## src/hw/rtl/assert_macros.svh

```systemverilog
// Assertion macros shared by the gait oscillator RTL.
`ifndef ASSERT_MACROS_SVH
`define ASSERT_MACROS_SVH

`ifndef SYNTH

// Clocked property, disabled while reset is asserted.
`define SGO_ASSERT(name, clk, rst_n, prop, msg) \
  name: assert property (@(posedge clk) disable iff (!rst_n) prop) else $error(msg);

// Clocked property that also holds during reset.
`define SGO_ASSERT_ALWAYS(name, clk, prop, msg) \
  name: assert property (@(posedge clk) prop) else $error(msg);

`else

`define SGO_ASSERT(name, clk, rst_n, prop, msg)
`define SGO_ASSERT_ALWAYS(name, clk, prop, msg)

`endif

`endif

```

## src/hw/rtl/sgo_pkg.sv

```systemverilog
// Types, constants and tables of the servo gait oscillator.
`default_nettype none

package sgo_pkg;

  // Widths
  localparam int TIME_BITS      = 32;
  localparam int SINE_FRAC_BITS = 15;
  localparam int MAG_W          = SINE_FRAC_BITS + 1;
  localparam int NUM_W          = SINE_FRAC_BITS + 10;
  localparam int AMP_W          = 7;
  localparam int ANGLE_W        = 8;
  localparam int PHASE_W        = 10;
  localparam int DEG_W          = 9;
  localparam int IDX_W          = 7;
  localparam int ACT_W          = 2;
  localparam int INTERVAL_W     = 16;
  localparam int CFG_IDX_W      = 3;
  localparam int CFG_DATA_W     = 16;

  // Table rescale shifts
  localparam int SH_UP = (SINE_FRAC_BITS >= 15) ? SINE_FRAC_BITS - 15 : 0;
  localparam int SH_DN = (SINE_FRAC_BITS < 15) ? 15 - SINE_FRAC_BITS : 1;

  // Degree constants
  localparam logic [DEG_W-1:0]   DEG_90      = 9'd90;
  localparam logic [DEG_W-1:0]   DEG_180     = 9'd180;
  localparam logic [DEG_W-1:0]   DEG_270     = 9'd270;
  localparam logic [DEG_W-1:0]   DEG_360     = 9'd360;
  localparam logic [IDX_W-1:0]   QUARTER_IDX = 7'd90;
  localparam logic signed [PHASE_W-1:0] PHASE_WRAP = -10'sd1;
  localparam logic signed [PHASE_W-1:0] PHASE_LAST = 10'sd359;
  localparam logic [ANGLE_W-1:0] ANGLE_MAX   = 8'd180;

  // Register reset values
  localparam logic [ANGLE_W-1:0]    CENTRE_RST   = 8'd90;
  localparam logic [INTERVAL_W-1:0] INTERVAL_RST = 16'd10;

  // Configuration register indexes
  typedef enum logic [CFG_IDX_W-1:0] {
    CFG_LEFT_LEG_CENTRE   = 3'd0,
    CFG_RIGHT_LEG_CENTRE  = 3'd1,
    CFG_LEFT_FOOT_CENTRE  = 3'd2,
    CFG_RIGHT_FOOT_CENTRE = 3'd3,
    CFG_STEP_INTERVAL     = 3'd4
  } cfg_idx_e;

  // Oscillator state entry
  typedef struct packed {
    logic [TIME_BITS-1:0]      stamp;
    logic signed [PHASE_W-1:0] phase;
  } st_t;

  // Folded angle: quarter-wave index plus sign
  typedef struct packed {
    logic [IDX_W-1:0] idx;
    logic             neg;
  } fold_t;

  // Amplitudes per action (forward, backward, turn left, turn right)
  localparam logic signed [AMP_W-1:0] AMP_LL [4] = '{7'sd45, -7'sd45, 7'sd50, 7'sd14};
  localparam logic signed [AMP_W-1:0] AMP_RL [4] = '{7'sd45, -7'sd45, 7'sd14, 7'sd50};
  localparam logic signed [AMP_W-1:0] AMP_LF [4] = '{7'sd25, 7'sd25, 7'sd14, 7'sd14};
  localparam logic signed [AMP_W-1:0] AMP_RF [4] = '{7'sd25, 7'sd25, 7'sd30, 7'sd30};

  // Quarter-wave sine in Q1.15
  localparam logic [15:0] SINE_Q15 [91] = '{
    16'd0,     16'd572,   16'd1144,  16'd1715,  16'd2286,  16'd2856,  16'd3425,
    16'd3993,  16'd4560,  16'd5126,  16'd5690,  16'd6252,  16'd6813,  16'd7371,
    16'd7927,  16'd8481,  16'd9032,  16'd9580,  16'd10126, 16'd10668, 16'd11207,
    16'd11743, 16'd12275, 16'd12803, 16'd13328, 16'd13848, 16'd14365, 16'd14876,
    16'd15384, 16'd15886, 16'd16384, 16'd16877, 16'd17364, 16'd17847, 16'd18324,
    16'd18795, 16'd19261, 16'd19720, 16'd20174, 16'd20622, 16'd21063, 16'd21498,
    16'd21926, 16'd22348, 16'd22763, 16'd23170, 16'd23571, 16'd23965, 16'd24351,
    16'd24730, 16'd25102, 16'd25466, 16'd25822, 16'd26170, 16'd26510, 16'd26842,
    16'd27166, 16'd27482, 16'd27789, 16'd28088, 16'd28378, 16'd28660, 16'd28932,
    16'd29197, 16'd29452, 16'd29698, 16'd29935, 16'd30163, 16'd30382, 16'd30592,
    16'd30792, 16'd30983, 16'd31164, 16'd31336, 16'd31499, 16'd31651, 16'd31795,
    16'd31928, 16'd32052, 16'd32166, 16'd32270, 16'd32365, 16'd32449, 16'd32524,
    16'd32588, 16'd32643, 16'd32688, 16'd32723, 16'd32748, 16'd32763, 16'd32768
  };

  // Sine magnitude at SINE_FRAC_BITS fraction bits
  function automatic logic [MAG_W-1:0] sine_mag(logic [IDX_W-1:0] idx);
    logic [15:0] raw;
    logic [47:0] wide;
    raw = (idx <= QUARTER_IDX) ? SINE_Q15[idx] : SINE_Q15[QUARTER_IDX];
    if (SINE_FRAC_BITS >= 15) begin
      wide = {32'd0, raw} << SH_UP;
    end else begin
      wide = (({32'd0, raw} >> (SH_DN - 1)) + 48'd1) >> 1;
    end
    return wide[MAG_W-1:0];
  endfunction

  // Fold a whole degree 0..359 onto the quarter wave
  function automatic fold_t fold_deg(logic [DEG_W-1:0] d);
    fold_t f;
    if (d <= DEG_90) begin
      f.idx = IDX_W'(d);
      f.neg = 1'b0;
    end else if (d <= DEG_180) begin
      f.idx = IDX_W'(DEG_180 - d);
      f.neg = 1'b0;
    end else if (d <= DEG_270) begin
      f.idx = IDX_W'(d - DEG_180);
      f.neg = 1'b1;
    end else begin
      f.idx = IDX_W'(DEG_360 - d);
      f.neg = 1'b1;
    end
    return f;
  endfunction

endpackage

`default_nettype wire

```

## src/hw/rtl/sgo_if.sv

```systemverilog
// Input and output channel interfaces of the servo gait oscillator.
`default_nettype none

interface sgo_in_if;
  logic                           valid;
  logic                           ready;
  logic [sgo_pkg::TIME_BITS-1:0]  now_ms;
  logic [sgo_pkg::ACT_W-1:0]      action;

  modport source (output valid, now_ms, action, input ready);
  modport sink   (input valid, now_ms, action, output ready);
endinterface

interface sgo_out_if;
  logic                          valid;
  logic                          ready;
  logic [sgo_pkg::ANGLE_W-1:0]   left_leg_angle;
  logic [sgo_pkg::ANGLE_W-1:0]   right_leg_angle;
  logic [sgo_pkg::ANGLE_W-1:0]   left_foot_angle;
  logic [sgo_pkg::ANGLE_W-1:0]   right_foot_angle;

  modport source (output valid, left_leg_angle, right_leg_angle, left_foot_angle,
                  right_foot_angle, input ready);
  modport sink   (input valid, left_leg_angle, right_leg_angle, left_foot_angle,
                  right_foot_angle, output ready);
endinterface

`default_nettype wire

```

## src/hw/rtl/servo_gait_oscillator.sv

```systemverilog
// Servo gait oscillator: top level with state memory and four-stage pipeline.
//
// Usage: each input beat on in_i carries a millisecond timestamp and a gait
// action. When the unsigned time since the last recorded update is at least
// step_interval_ms, the block records the timestamp, advances the phase by one
// degree and sends one output beat on out_o with four servo angles; otherwise
// the input beat is consumed and nothing comes out.
// Configuration: write cfg_wdata_i to register cfg_idx_i with cfg_we_i high,
// only while the block is idle. Index 0..3 are the leg and foot centres,
// index 4 the step interval; other indexes are ignored.
// An accepted input beat passes through the state update, the quarter-wave
// lookup, the angle arithmetic and the output register, in that order.
// Throughput: one input beat per cycle while no stall backs up the stages.
// The phase and timestamp live in a one-entry memory read every cycle; a
// bypass register forwards a write-back to an item in the next cycle.
// Reset: registers return to their default values, the state reads as zero
// time and zero phase, and the pipeline empties; no clearing pass is needed.
// Stall: when out_o.ready is low the output register holds its beat and the
// stages behind it fill; in_i.ready drops once the first stage cannot drain.
`default_nettype none
`include "assert_macros.svh"

module servo_gait_oscillator (
  input  wire logic                              clk_i,
  input  wire logic                              rst_ni,
  input  wire logic                              cfg_we_i,
  input  wire logic [sgo_pkg::CFG_IDX_W-1:0]     cfg_idx_i,
  input  wire logic [sgo_pkg::CFG_DATA_W-1:0]    cfg_wdata_i,
  sgo_in_if.sink                                 in_i,
  sgo_out_if.source                              out_o
);

  // Configuration registers
  logic [sgo_pkg::ANGLE_W-1:0]    ll_centre_q, rl_centre_q, lf_centre_q, rf_centre_q;
  logic [sgo_pkg::INTERVAL_W-1:0] interval_q;

  always_ff @(posedge clk_i or negedge rst_ni) begin
    if (!rst_ni) begin
      ll_centre_q <= sgo_pkg::CENTRE_RST;
      rl_centre_q <= sgo_pkg::CENTRE_RST;
      lf_centre_q <= sgo_pkg::CENTRE_RST;
      rf_centre_q <= sgo_pkg::CENTRE_RST;
      interval_q  <= sgo_pkg::INTERVAL_RST;
    end else if (cfg_we_i) begin
      case (sgo_pkg::cfg_idx_e'(cfg_idx_i))
        sgo_pkg::CFG_LEFT_LEG_CENTRE:   ll_centre_q <= cfg_wdata_i[sgo_pkg::ANGLE_W-1:0];
        sgo_pkg::CFG_RIGHT_LEG_CENTRE:  rl_centre_q <= cfg_wdata_i[sgo_pkg::ANGLE_W-1:0];
        sgo_pkg::CFG_LEFT_FOOT_CENTRE:  lf_centre_q <= cfg_wdata_i[sgo_pkg::ANGLE_W-1:0];
        sgo_pkg::CFG_RIGHT_FOOT_CENTRE: rf_centre_q <= cfg_wdata_i[sgo_pkg::ANGLE_W-1:0];
        sgo_pkg::CFG_STEP_INTERVAL:     interval_q  <= cfg_wdata_i[sgo_pkg::INTERVAL_W-1:0];
        default: begin
        end
      endcase
    end
  end

  // Pipeline handshake
  logic s1_v_q, s2_v_q, s3_v_q, out_v_q;
  logic s1_v_d, s2_v_d, s3_v_d, out_v_d;
  logic out_free, s3_free, s2_free;
  logic fire, s1_go, s1_fwd, in_acc;

  assign out_free = !out_v_q || out_o.ready;
  assign s3_free  = !s3_v_q || out_free;
  assign s2_free  = !s2_v_q || s3_free;
  assign s1_go    = s1_v_q && (!fire || s2_free);
  assign s1_fwd   = s1_v_q && fire && s2_free;
  assign in_i.ready = !s1_v_q || s1_go;
  assign in_acc   = in_i.valid && in_i.ready;

  always_comb begin
    s1_v_d  = in_i.ready ? in_i.valid : s1_v_q;
    s2_v_d  = s2_free ? s1_fwd : s2_v_q;
    s3_v_d  = s3_free ? s2_v_q : s3_v_q;
    out_v_d = out_free ? s3_v_q : out_v_q;
  end

  always_ff @(posedge clk_i or negedge rst_ni) begin
    if (!rst_ni) begin
      s1_v_q  <= 1'b0;
      s2_v_q  <= 1'b0;
      s3_v_q  <= 1'b0;
      out_v_q <= 1'b0;
    end else begin
      s1_v_q  <= s1_v_d;
      s2_v_q  <= s2_v_d;
      s3_v_q  <= s3_v_d;
      out_v_q <= out_v_d;
    end
  end

  // Stage 1 payload
  logic [sgo_pkg::TIME_BITS-1:0] s1_now_q;
  logic [sgo_pkg::ACT_W-1:0]     s1_act_q;

  always_ff @(posedge clk_i) begin
    if (in_acc) begin
      s1_now_q <= in_i.now_ms;
      s1_act_q <= in_i.action;
    end
  end

  // State memory: one entry, synchronous read, bypass on write-back
  sgo_pkg::st_t st_mem [1];
  sgo_pkg::st_t rd_q, byp_q, cur_st, st_wdata;
  logic         mem_v_q, rd_v_q, byp_v_q, st_we;

  always_ff @(posedge clk_i) begin
    if (st_we) begin
      st_mem[0] <= st_wdata;
    end
    rd_q <= st_mem[0];
    if (st_we) begin
      byp_q <= st_wdata;
    end
  end

  always_ff @(posedge clk_i or negedge rst_ni) begin
    if (!rst_ni) begin
      mem_v_q <= 1'b0;
      rd_v_q  <= 1'b0;
      byp_v_q <= 1'b0;
    end else begin
      if (st_we) begin
        mem_v_q <= 1'b1;
      end
      rd_v_q  <= mem_v_q;
      byp_v_q <= st_we;
    end
  end

  // Pick forwarded, stored or reset state
  always_comb begin
    if (byp_v_q) begin
      cur_st = byp_q;
    end else if (rd_v_q) begin
      cur_st = rd_q;
    end else begin
      cur_st = '0;
    end
  end

  // Interval check and phase advance
  logic [sgo_pkg::TIME_BITS-1:0]     elapsed;
  logic signed [sgo_pkg::PHASE_W-1:0] p_full;
  logic [sgo_pkg::DEG_W-1:0]         p_deg, sin_deg, cos_deg;
  logic [sgo_pkg::DEG_W:0]           q_deg;

  assign elapsed = s1_now_q - cur_st.stamp;
  assign fire    = elapsed >= sgo_pkg::TIME_BITS'(interval_q);
  assign p_full  = cur_st.phase + sgo_pkg::PHASE_W'(1);
  assign p_deg   = p_full[sgo_pkg::DEG_W-1:0];
  assign sin_deg = (p_deg == sgo_pkg::DEG_360) ? '0 : p_deg;
  assign q_deg   = {1'b0, p_deg} + {1'b0, sgo_pkg::DEG_90};
  assign cos_deg = (q_deg >= {1'b0, sgo_pkg::DEG_360})
                 ? sgo_pkg::DEG_W'(q_deg - {1'b0, sgo_pkg::DEG_360})
                 : sgo_pkg::DEG_W'(q_deg);

  assign st_we          = s1_fwd;
  assign st_wdata.stamp = s1_now_q;
  assign st_wdata.phase = (p_deg == sgo_pkg::DEG_360) ? sgo_pkg::PHASE_WRAP
                                                      : $signed({1'b0, p_deg});

  // Stage 2: folded indices
  sgo_pkg::fold_t            s2_sin_q, s2_cos_q;
  logic [sgo_pkg::ACT_W-1:0] s2_act_q;

  always_ff @(posedge clk_i) begin
    if (s1_fwd) begin
      s2_sin_q <= sgo_pkg::fold_deg(sin_deg);
      s2_cos_q <= sgo_pkg::fold_deg(cos_deg);
      s2_act_q <= s1_act_q;
    end
  end

  // Stage 3: quarter-wave lookup
  logic [sgo_pkg::MAG_W-1:0] s3_sin_mag_q, s3_cos_mag_q;
  logic                      s3_sin_neg_q, s3_cos_neg_q;
  logic [sgo_pkg::ACT_W-1:0] s3_act_q;

  always_ff @(posedge clk_i) begin
    if (s3_free && s2_v_q) begin
      s3_sin_mag_q <= sgo_pkg::sine_mag(s2_sin_q.idx);
      s3_cos_mag_q <= sgo_pkg::sine_mag(s2_cos_q.idx);
      s3_sin_neg_q <= s2_sin_q.neg;
      s3_cos_neg_q <= s2_cos_q.neg;
      s3_act_q     <= s2_act_q;
    end
  end

  // Angle arithmetic
  logic [sgo_pkg::ANGLE_W-1:0] ll_ang, rl_ang, lf_ang, rf_ang;

  sgo_angle u_left_leg (
    .centre_i (ll_centre_q),
    .amp_i    (sgo_pkg::AMP_LL[s3_act_q]),
    .mag_i    (s3_cos_mag_q),
    .neg_i    (s3_cos_neg_q),
    .angle_o  (ll_ang)
  );

  sgo_angle u_right_leg (
    .centre_i (rl_centre_q),
    .amp_i    (sgo_pkg::AMP_RL[s3_act_q]),
    .mag_i    (s3_cos_mag_q),
    .neg_i    (s3_cos_neg_q),
    .angle_o  (rl_ang)
  );

  sgo_angle u_left_foot (
    .centre_i (lf_centre_q),
    .amp_i    (sgo_pkg::AMP_LF[s3_act_q]),
    .mag_i    (s3_sin_mag_q),
    .neg_i    (s3_sin_neg_q),
    .angle_o  (lf_ang)
  );

  sgo_angle u_right_foot (
    .centre_i (rf_centre_q),
    .amp_i    (sgo_pkg::AMP_RF[s3_act_q]),
    .mag_i    (s3_sin_mag_q),
    .neg_i    (s3_sin_neg_q),
    .angle_o  (rf_ang)
  );

  // Output register: hold while stalled
  logic [sgo_pkg::ANGLE_W-1:0] out_ll_q, out_rl_q, out_lf_q, out_rf_q;

  always_ff @(posedge clk_i) begin
    if (out_free && s3_v_q) begin
      out_ll_q <= ll_ang;
      out_rl_q <= rl_ang;
      out_lf_q <= lf_ang;
      out_rf_q <= rf_ang;
    end
  end

  assign out_o.valid            = out_v_q;
  assign out_o.left_leg_angle   = out_ll_q;
  assign out_o.right_leg_angle  = out_rl_q;
  assign out_o.left_foot_angle  = out_lf_q;
  assign out_o.right_foot_angle = out_rf_q;

  // Checks
  `SGO_ASSERT(a_state_fwd, clk_i, rst_ni, st_we |=> (cur_st == $past(st_wdata)),
              "state bypass lost a write-back")
  `SGO_ASSERT(a_phase_range, clk_i, rst_ni,
              s1_v_q |-> ((cur_st.phase >= sgo_pkg::PHASE_WRAP) &&
                          (cur_st.phase <= sgo_pkg::PHASE_LAST)),
              "stored phase out of range")
  `SGO_ASSERT(a_fold_range, clk_i, rst_ni,
              s2_v_q |-> ((s2_sin_q.idx <= sgo_pkg::QUARTER_IDX) &&
                          (s2_cos_q.idx <= sgo_pkg::QUARTER_IDX)),
              "folded index beyond quarter wave")
  `SGO_ASSERT(a_angle_range, clk_i, rst_ni,
              out_v_q |-> ((out_ll_q <= sgo_pkg::ANGLE_MAX) && (out_rl_q <= sgo_pkg::ANGLE_MAX) &&
                           (out_lf_q <= sgo_pkg::ANGLE_MAX) && (out_rf_q <= sgo_pkg::ANGLE_MAX)),
              "servo angle above limit")

endmodule

`default_nettype wire

```

## src/hw/rtl/sgo_angle.sv

```systemverilog
// One servo angle: centre plus amplitude times signed sine, truncated and saturated.
`default_nettype none

module sgo_angle (
  input  wire logic [sgo_pkg::ANGLE_W-1:0]        centre_i,
  input  wire logic signed [sgo_pkg::AMP_W-1:0]   amp_i,
  input  wire logic [sgo_pkg::MAG_W-1:0]          mag_i,
  input  wire logic                               neg_i,
  output logic      [sgo_pkg::ANGLE_W-1:0]        angle_o
);

  localparam int F      = sgo_pkg::SINE_FRAC_BITS;
  localparam int NW     = sgo_pkg::NUM_W;
  localparam int PROD_W = sgo_pkg::AMP_W + sgo_pkg::MAG_W + 1;
  localparam int WHOLE_W = NW - F;

  logic signed [sgo_pkg::MAG_W:0] sine_s;
  logic signed [PROD_W-1:0]       prod;
  logic signed [NW-1:0]           centre_s;
  logic signed [NW-1:0]           num;
  logic        [WHOLE_W-1:0]      whole;

  // Apply the quadrant sign
  assign sine_s = neg_i ? -$signed({1'b0, mag_i}) : $signed({1'b0, mag_i});

  // Scale and offset by the centre
  assign prod     = PROD_W'(amp_i) * PROD_W'(sine_s);
  assign centre_s = $signed({{(NW - sgo_pkg::ANGLE_W - F){1'b0}}, centre_i, {F{1'b0}}});
  assign num      = centre_s + NW'(prod);
  assign whole    = num[NW-1:F];

  // Clamp to the servo range
  always_comb begin
    if (num[NW-1]) begin
      angle_o = '0;
    end else if (whole > WHOLE_W'(sgo_pkg::ANGLE_MAX)) begin
      angle_o = sgo_pkg::ANGLE_MAX;
    end else begin
      angle_o = whole[sgo_pkg::ANGLE_W-1:0];
    end
  end

endmodule

`default_nettype wire
```

## src/flat_wrapper.sv

```systemverilog
// flat-port wrapper written by rule: the top's interface ports become plain ports
module servo_gait_oscillator_flat 
  (clk_i, rst_ni, cfg_we_i, cfg_idx_i, cfg_wdata_i, in_i_valid, in_i_now_ms, in_i_action, in_i_ready, out_o_valid, out_o_left_leg_angle, out_o_right_leg_angle, out_o_left_foot_angle, out_o_right_foot_angle, out_o_ready);
  sgo_in_if in_i_i ();
  sgo_out_if out_o_i ();
  input  wire logic clk_i;
  input  wire logic rst_ni;
  input  wire logic cfg_we_i;
  input  wire logic [sgo_pkg::CFG_IDX_W-1:0] cfg_idx_i;
  input  wire logic [sgo_pkg::CFG_DATA_W-1:0] cfg_wdata_i;
  input wire logic [$bits(in_i_i.valid)-1:0] in_i_valid;
  input wire logic [$bits(in_i_i.now_ms)-1:0] in_i_now_ms;
  input wire logic [$bits(in_i_i.action)-1:0] in_i_action;
  output wire logic [$bits(in_i_i.ready)-1:0] in_i_ready;
  output wire logic [$bits(out_o_i.valid)-1:0] out_o_valid;
  output wire logic [$bits(out_o_i.left_leg_angle)-1:0] out_o_left_leg_angle;
  output wire logic [$bits(out_o_i.right_leg_angle)-1:0] out_o_right_leg_angle;
  output wire logic [$bits(out_o_i.left_foot_angle)-1:0] out_o_left_foot_angle;
  output wire logic [$bits(out_o_i.right_foot_angle)-1:0] out_o_right_foot_angle;
  input wire logic [$bits(out_o_i.ready)-1:0] out_o_ready;
  assign in_i_i.valid = in_i_valid;
  assign in_i_i.now_ms = in_i_now_ms;
  assign in_i_i.action = in_i_action;
  assign in_i_ready = in_i_i.ready;
  assign out_o_valid = out_o_i.valid;
  assign out_o_left_leg_angle = out_o_i.left_leg_angle;
  assign out_o_right_leg_angle = out_o_i.right_leg_angle;
  assign out_o_left_foot_angle = out_o_i.left_foot_angle;
  assign out_o_right_foot_angle = out_o_i.right_foot_angle;
  assign out_o_i.ready = out_o_ready;
  servo_gait_oscillator u_core (.clk_i(clk_i), .rst_ni(rst_ni), .cfg_we_i(cfg_we_i), .cfg_idx_i(cfg_idx_i), .cfg_wdata_i(cfg_wdata_i), .in_i(in_i_i), .out_o(out_o_i));
endmodule
```

## config.mk

```make
export PLATFORM = sky130hd
export DESIGN_NAME = servo_gait_oscillator_flat
export DESIGN_NICKNAME = d
export VERILOG_FILES = /design/src/hw/rtl/sgo_pkg.sv /design/src/hw/rtl/sgo_if.sv /design/src/hw/rtl/servo_gait_oscillator.sv /design/src/hw/rtl/sgo_angle.sv /design/src/flat_wrapper.sv
export VERILOG_INCLUDE_DIRS = /design/src /design/src/hw/rtl
export SDC_FILE = /design/constraint.sdc
export NUM_CORES = 1
export LEC_CHECK = 0
export BUFFER_PORTS_ARGS = -buffer_cell sky130_fd_sc_hd__buf_4
export CAP_MARGIN = 20
export CORE_MARGIN = 2
export CORE_UTILIZATION = 29
export CTS_CLUSTER_DIAMETER = 100
export DETAILED_ROUTE_END_ITERATION = 10
export MAX_ROUTING_LAYER = met4
export PLACE_DENSITY = 0.41
export SLEW_MARGIN = 20
export SYNTH_ARGS = -nofsm -noshare
export SYNTH_HDL_FRONTEND = slang
export SYNTH_SLANG_ARGS = --single-unit
```

## constraint.sdc

```tcl
create_clock -name clk_i -period 14.2 [get_ports clk_i]
set_clock_uncertainty 0.05 [all_clocks]
set_input_delay 2.84 -clock clk_i [delete_from_list [all_inputs] [get_ports clk_i]]
set_output_delay 2.84 -clock clk_i [all_outputs]
set_load 0.02 [all_outputs]
```

* Yosys cells after proc, flatten, opt, wreduce, memory -nomap -nowiden
Memory sizes are Yosys's and may differ from the RTL's. A register that Yosys moved wholly into a read port is not among the register bits.
Cells that the tools add are included.
** Word-level totals
- Memories kept :: 3
- Register bits after elaboration :: 185
- Input port bits :: 58
- Bits in read-only memories :: 4096
- Logic and storage cells :: 139
- Output and inout port bits :: 34
- Bits in writable memories :: 42
- Bits in latches :: 0
** Cells by class
- Div/mod/pow operators :: 0
- Multiplexer cells :: 31
- Reduce and logical (&&, ||, !) cells :: 30
- $add $sub $neg :: 16
- Shift operators :: 0
- $lt $le $gt $ge :: 15
- Bitwise logic cells :: 3
- $mul :: 4
- Equal/unequal tests :: 5
** Memory list
- (name not given) :: words 128, bits a word 16, read ports 1, clocked after memory_dff 1, write ports 0, RTL line sgo_pkg.sv:87 : raw = (idx <= QUARTER_IDX) ? SINE_Q15[idx] : SINE_Q15[QUARTER_IDX];
- (name not given) :: words 128, bits a word 16, read ports 1, clocked after memory_dff 1, write ports 0, RTL line sgo_pkg.sv:87
- u_core.st_mem :: words 1, bits a word 42, read ports 1, clocked after memory_dff 1, write ports 1, RTL line servo_gait_oscillator.sv:104 : sgo_pkg::st_t st_mem [1];
** Operator list (count)
- adder 24 x 24 -> 25 bit :: 4
- multiplier 7 x 17 -> 24 bit :: 4
- 2-to-1 mux 42 bit :: 2
- 2-to-1 mux 8 bit :: 10
- binary-select mux 7 bit (select 2 bit) :: 4
- 2-to-1 mux 7 bit :: 8
- > comparator 10 x 8 -> 1 bit (second input constant) :: 4
- 2-to-1 mux 17 bit :: 2
- negation 16 -> 17 bit :: 2
- >= comparator 32 x 16 -> 1 bit :: 1
- subtractor 32 bit :: 1
- less-or-equal comparator 9 x 7 -> 1 bit (second input constant) :: 2
- less-or-equal comparator 9 x 8 -> 1 bit (second input constant) :: 2
- less-or-equal comparator 9 bit (second input constant) :: 2
- 2-to-1 mux 9 bit :: 2
- NOT 7 -> 8 bit :: 2
- less-or-equal comparator 7 bit (second input constant) :: 2
- subtractor 6 x 7 -> 7 bit (first input constant) :: 2
- subtractor 7 x 6 -> 7 bit (second input constant) :: 2
- subtractor 7 bit (first input constant) :: 2
- OR reduction 2 bit :: 6
- adder 9 x 7 -> 10 bit (second input constant) :: 1
- >= comparator 10 x 9 -> 1 bit (second input constant) :: 1
- 2-to-1 mux 10 bit :: 1
- 14 further kinds :: 35

* Longest topological paths before layout
- Word-level depth :: 10
- Mapped depth :: 29
- Mapped depth without buffers :: 29

* By module
Synthesis repeated with hierarchy kept, for this count alone.
** Unflattened totals
- Cell total of the unflattened synthesis :: 3895
- Area total of the unflattened synthesis :: 35193.8 um^2
** By module, submodules not included
- servo_gait_oscillator :: instances 1, seq. area each 7054.3 um^2, area an instance 15758.9 um^2, cells each 1610
- sgo_angle (u_core.u_left_foot) :: instances 1, seq. area each 0.0 um^2, area an instance 5019.8 um^2, cells each 590
- sgo_angle (u_core.u_right_foot) :: instances 1, seq. area each 0.0 um^2, area an instance 4904.7 um^2, cells each 576
- sgo_angle (u_core.u_left_leg) :: instances 1, seq. area each 0.0 um^2, area an instance 4775.8 um^2, cells each 563
- sgo_angle (u_core.u_right_leg) :: instances 1, seq. area each 0.0 um^2, area an instance 4734.5 um^2, cells each 556

* Worst setup path before layout
OpenSTA, ideal clock, no wires.
- Path kind :: flip-flop to output port
- Start point :: reg u_core.byp_v_q
- End point :: out in_i_ready
- Stages on the path, launching flop included :: 22
- Path slack :: 6.901 ns
- Data arrival time :: 4.409 ns
- Path buffers :: 2
- Cell sequence :: dfrtp_1 > nor2b_1 > clkbuf_1 > clkbuf_1 > a22oi_1 > fa_1 > a21o_1 > a21oi_1 > o21a_1 > nor2_1 > a21oi_1 > nor2b_1 > o21ai_0 > a21boi_0 > ha_1 > a211o_1 > a211oi_1 > o31a_1 > nand4_1 > nor4_1 > a21oi_1 > inv_1
** Between the ends
- Cells in the longest elaborated chain, start to end :: 7
** Ends and longest elaborated chain
- from (decl) :: RTL line servo_gait_oscillator.sv:106 : logic mem_v_q, rd_v_q, byp_v_q, st_we;
- from (signal assigned) :: RTL line servo_gait_oscillator.sv:128 : byp_v_q <= st_we;
- 2-to-1 mux 42 bit :: RTL line servo_gait_oscillator.sv:134 : if (byp_v_q) begin
- subtractor 32 bit :: RTL line servo_gait_oscillator.sv:149 : assign elapsed = s1_now_q - cur_st.stamp;
- >= comparator 32 x 16 -> 1 bit :: RTL line servo_gait_oscillator.sv:150 : assign fire = elapsed >= sgo_pkg::TIME_BITS'(interval_q);
- zero test 1 bit :: RTL line servo_gait_oscillator.sv:66 : assign s1_go = s1_v_q && (!fire || s2_free);
- logical OR 1 bit :: RTL line servo_gait_oscillator.sv:66
- logical AND 1 bit :: RTL line servo_gait_oscillator.sv:66
- logical OR 1 bit :: RTL line servo_gait_oscillator.sv:68 : assign in_i.ready = !s1_v_q || s1_go;
- to (decl) :: RTL line flat_wrapper.sv:14 : output wire logic [$bits(in_i_i.ready)-1:0] in_i_ready;
Every way passes these cells.

* Worst setup path in the final report
- Start point :: reg u_core.rd_v_q
- End point :: out in_i_ready
** Between the ends
- Cells in the longest elaborated chain, start to end :: 8
** Ends and longest elaborated chain
- from (decl) :: RTL line servo_gait_oscillator.sv:106
- from (signal assigned) :: RTL line servo_gait_oscillator.sv:127 : rd_v_q <= mem_v_q;
- 2-to-1 mux 42 bit :: RTL line servo_gait_oscillator.sv:136 : end else if (rd_v_q) begin
- 2-to-1 mux 42 bit :: RTL line servo_gait_oscillator.sv:134
- subtractor 32 bit :: RTL line servo_gait_oscillator.sv:149
- >= comparator 32 x 16 -> 1 bit :: RTL line servo_gait_oscillator.sv:150
- zero test 1 bit :: RTL line servo_gait_oscillator.sv:66
- logical OR 1 bit :: RTL line servo_gait_oscillator.sv:66
- logical AND 1 bit :: RTL line servo_gait_oscillator.sv:66
- logical OR 1 bit :: RTL line servo_gait_oscillator.sv:68
Every way passes these cells.

==> summary.txt <==
GRT Util Overall: 16.3%
I/O Buffers: 91
via count: 22946
post-synth top area cell: fa_1
Worst-Skew Late Latency: 580 ps
Via density: 4.87
core area: 101000 sq um
largest net degree at the start of global routing: 66
Setup Viol. Count Final: 0
Residual DRC: 0
total CTS buffers: 34
worst hold path depth: 0
most frequent cells in the layout: inv_1, ha_1, nor2_1
initial DRC count: 1474
row cnt: 117
post-synthesis net count: 3916
cells on worst reg2reg path: 25
most area-consuming cells after synthesis: fa_1, edfxtp_1, ha_1, inv_1, nor2_1
CTS tree: yes
clock sinks: 257
io pins: 92
WS Path Type: reg2out
average wire per standard cell: 17.3 um
maxcap violations: 0
hold_buf cts: 0
Cell variety after synth: 93
Ant. Diodes: 0
arrival time at the worst endpoint: 6440 ps
H-tree depth: 2
WL final: 81.5 mm
CTS resizes: 0
chip width: 323 um
synthesized cell area: 29500 sq um
Synth-to-Final Area Change: 11.4%
Synthesis Warnings: 0
Tmin final: 9330 ps
DP HPWL: 62.9 mm
RSZ-0062 raised after global routing: no
outcome: complete, no violations
sequential area share after synthesis: 23.9%
hold wc startpoint: u_core.byp_q[11]$_DFFE_PP_
fmax: 0.107 GHz
worst-path cell chain: nor2b_4 > a22oi_1 > ha_1 > nand2_1 > nor3_1 > nand2_1 > o311ai_0 > xor2_1 > ha_1 > and4_1 > a22oi_1 > nand3_1 > nor2_1 > o31a_1 > nand4_1 > nor4_1 > a21oi_1 > inv_1 > buf_4
final hold vios: 0
endpoint class of the critical path: primary output
CTS max path bufs: 3
nets@finish: 3943
Main synth FF type: edfxtp_1
Root Buffer: clkbuf_16
r2r startpoint: u_core.s3_act_q[0]$_DFFE_PP_
drt first pass iters: 5
GP Congestion: 0.843
buffer count from post-CTS setup fixing: 0
Critical Path RT: 11310 ps
share of cells above drive strength 1: 8.85%
die area: 104000 sq um
clock-pin slew on the worst setup and hold paths: 60 ps
fraction of the cycle the final worst path needs: 65.7%
Post-synth ARST share: 21.4%
post-synthesis average cell area: 8.98 sq um
crit path launch type: register
ANT nets after route: 0
post-synth top area share: 17.8%
Max stage delay on crit path: 820 ps
antenna violations before repair: 1
Worst Hold End: u_core.rd_q[11]$_DFF_P_
Rel. slew slack: 31.5%
gr ovfl total: 0
HP Class: reg2reg
first-pass GRT wire length: 132 mm
Initial Utilization: 29.1%
Mapped Cells: 3291
Post-synth EDFFs: 161
commonest non-fill, non-tap cell in the layout: inv_1
RR Endpoint: u_core.out_o.left_leg_angle[1]$_SDFFCE_PP0P_
CP Max Fanout: 19
fill cell count: 10682
Setup TNS: 0 ps
vias in the first global route: 23210
fin. max-slew vios: 0
flop2flop setup slack: 6430 ps
CP max-delay cell: o311ai_0
Die Height: 323 um
Tightest Pin Transition: 1030 ps
Seq cells post-synth: 257
==> final cells by class <==
cell class                 instances  area, sq um  share of cell area (%)
clock buffer                      44          960                    2.91
timing repair buffer             133         1010                    3.07
sequential                       257         7060                    21.4
multi-input combinational       2378        20000                    60.9
tap                             1368         1710                    5.20
inverter                         514         1930                    5.86
clock inverter                    18          223                   0.676
==> sequential cells by signal, indices dropped and copies added (netlist names), 2 cells and up <==
name	count
u_core.out_o.left_leg_angle	8
u_core.s1_act_q	2
u_core.s2_cos_q	8
u_core.ll_centre_q	8
u_core.interval_q	16
u_core.s2_sin_q	8
u_core.s3_sin_mag_q	16
u_core.out_o.right_leg_angle	8
u_core.rf_centre_q	8
u_core.out_o.right_foot_angle	8
u_core.lf_centre_q	8
u_core.rd_q	41
u_core.rl_centre_q	8
u_core.out_o.left_foot_angle	8
u_core.s2_act_q	2
u_core.s1_now_q	32
u_core.s3_act_q	2
u_core.s3_cos_mag_q	16
u_core.byp_q	40
==> cells in the mapped netlist (25+ instances only) <==
cell type,number
nor2b_1,27
or2_2,28
a31oi_1,35
a22oi_1,45
clkbuf_1,103
fa_1,263
a211oi_1,28
nor3_1,42
a21o_1,60
edfxtp_1,161
o211ai_1,27
nand2_1,274
xnor2_1,101
o21a_1,29
nand3_1,50
o21ai_0,177
a21oi_1,162
buf_1,25
o22ai_1,29
dfxtp_1,41
xor2_1,55
ha_1,304
nor2_1,276
inv_1,503
dfrtp_1,37
==> logic make-up after synthesis <==
| group | after synthesis | share of synthesized area, % |
|---|---|---|
| muxes | 33 | 1.52 |
| buffers and inverters | 656 | 8.48 |
| xor gates and xnor gates | 158 | 4.73 |
| AOI/OAI and AO/OA | 783 | 17.7 |
| DFF | 257 | 23.9 |
| and+or+nand+nor | 837 | 13.0 |
| adders and majority gates | 567 | 30.7 |
==> how the worst max path moves through the flow <==
stage	from	endpoint	slack, ps	depth (start not counted)
floorplan	u_core.byp_v_q$_DFF_PN0_	in_i_ready	6900	21
global placement	u_core.rd_v_q$_DFF_PN0_	in_i_ready	5430	20
detailed placement	u_core.rd_v_q$_DFF_PN0_	in_i_ready	5380	20
CTS	u_core.rd_v_q$_DFF_PN0_	in_i_ready	4770	20
global route	u_core.rd_v_q$_DFF_PN0_	in_i_ready	4200	24
finish	u_core.rd_v_q$_DFF_PN0_	in_i_ready	4870	19
==> stage by stage <==
stage | hold slack, ps | setup slack [ps] | util (%) | area [sq um] | cells
after detailed placement | 308 | 5380 | 31.3 | 31700 | 4649
after floorplan | 297 | 6900 | - | 29500 | 3291
after global routing | 326 | 4200 | 32.5 | 32900 | 4712
after global placement | 304 | 5430 | 31.3 | 31700 | 4649
final | 320 | 4870 | 32.5 | 32900 | 4712
after CTS | 317 | 4770 | 32.4 | 32900 | 4711
==> routing by layer <==
layer,vias to the layer above,track usage (%),part of all wire (%)
met5,-,-,0
met4,0,3.12,1.6
met3,80,1.55,3.5
met2,459,25.7,46
met1,11067,22.7,49
li1,11340,-,-
==> worst max-delay path: cells and delay by family, from the launching register on <==
kind                     cells  cell delay [ps]
buffers and inverters        2              250
adder cells (fa/ha/maj)      2              760
AO/OA/AOI/OAI                5             1620
flip-flops                   1              600
XOR/XNOR                     1              150
AND/OR/NAND/NOR              9             2470
Power is not shown: default switching activity piles up to over one toggle a cycle in this logic, so the estimate is an artifact.
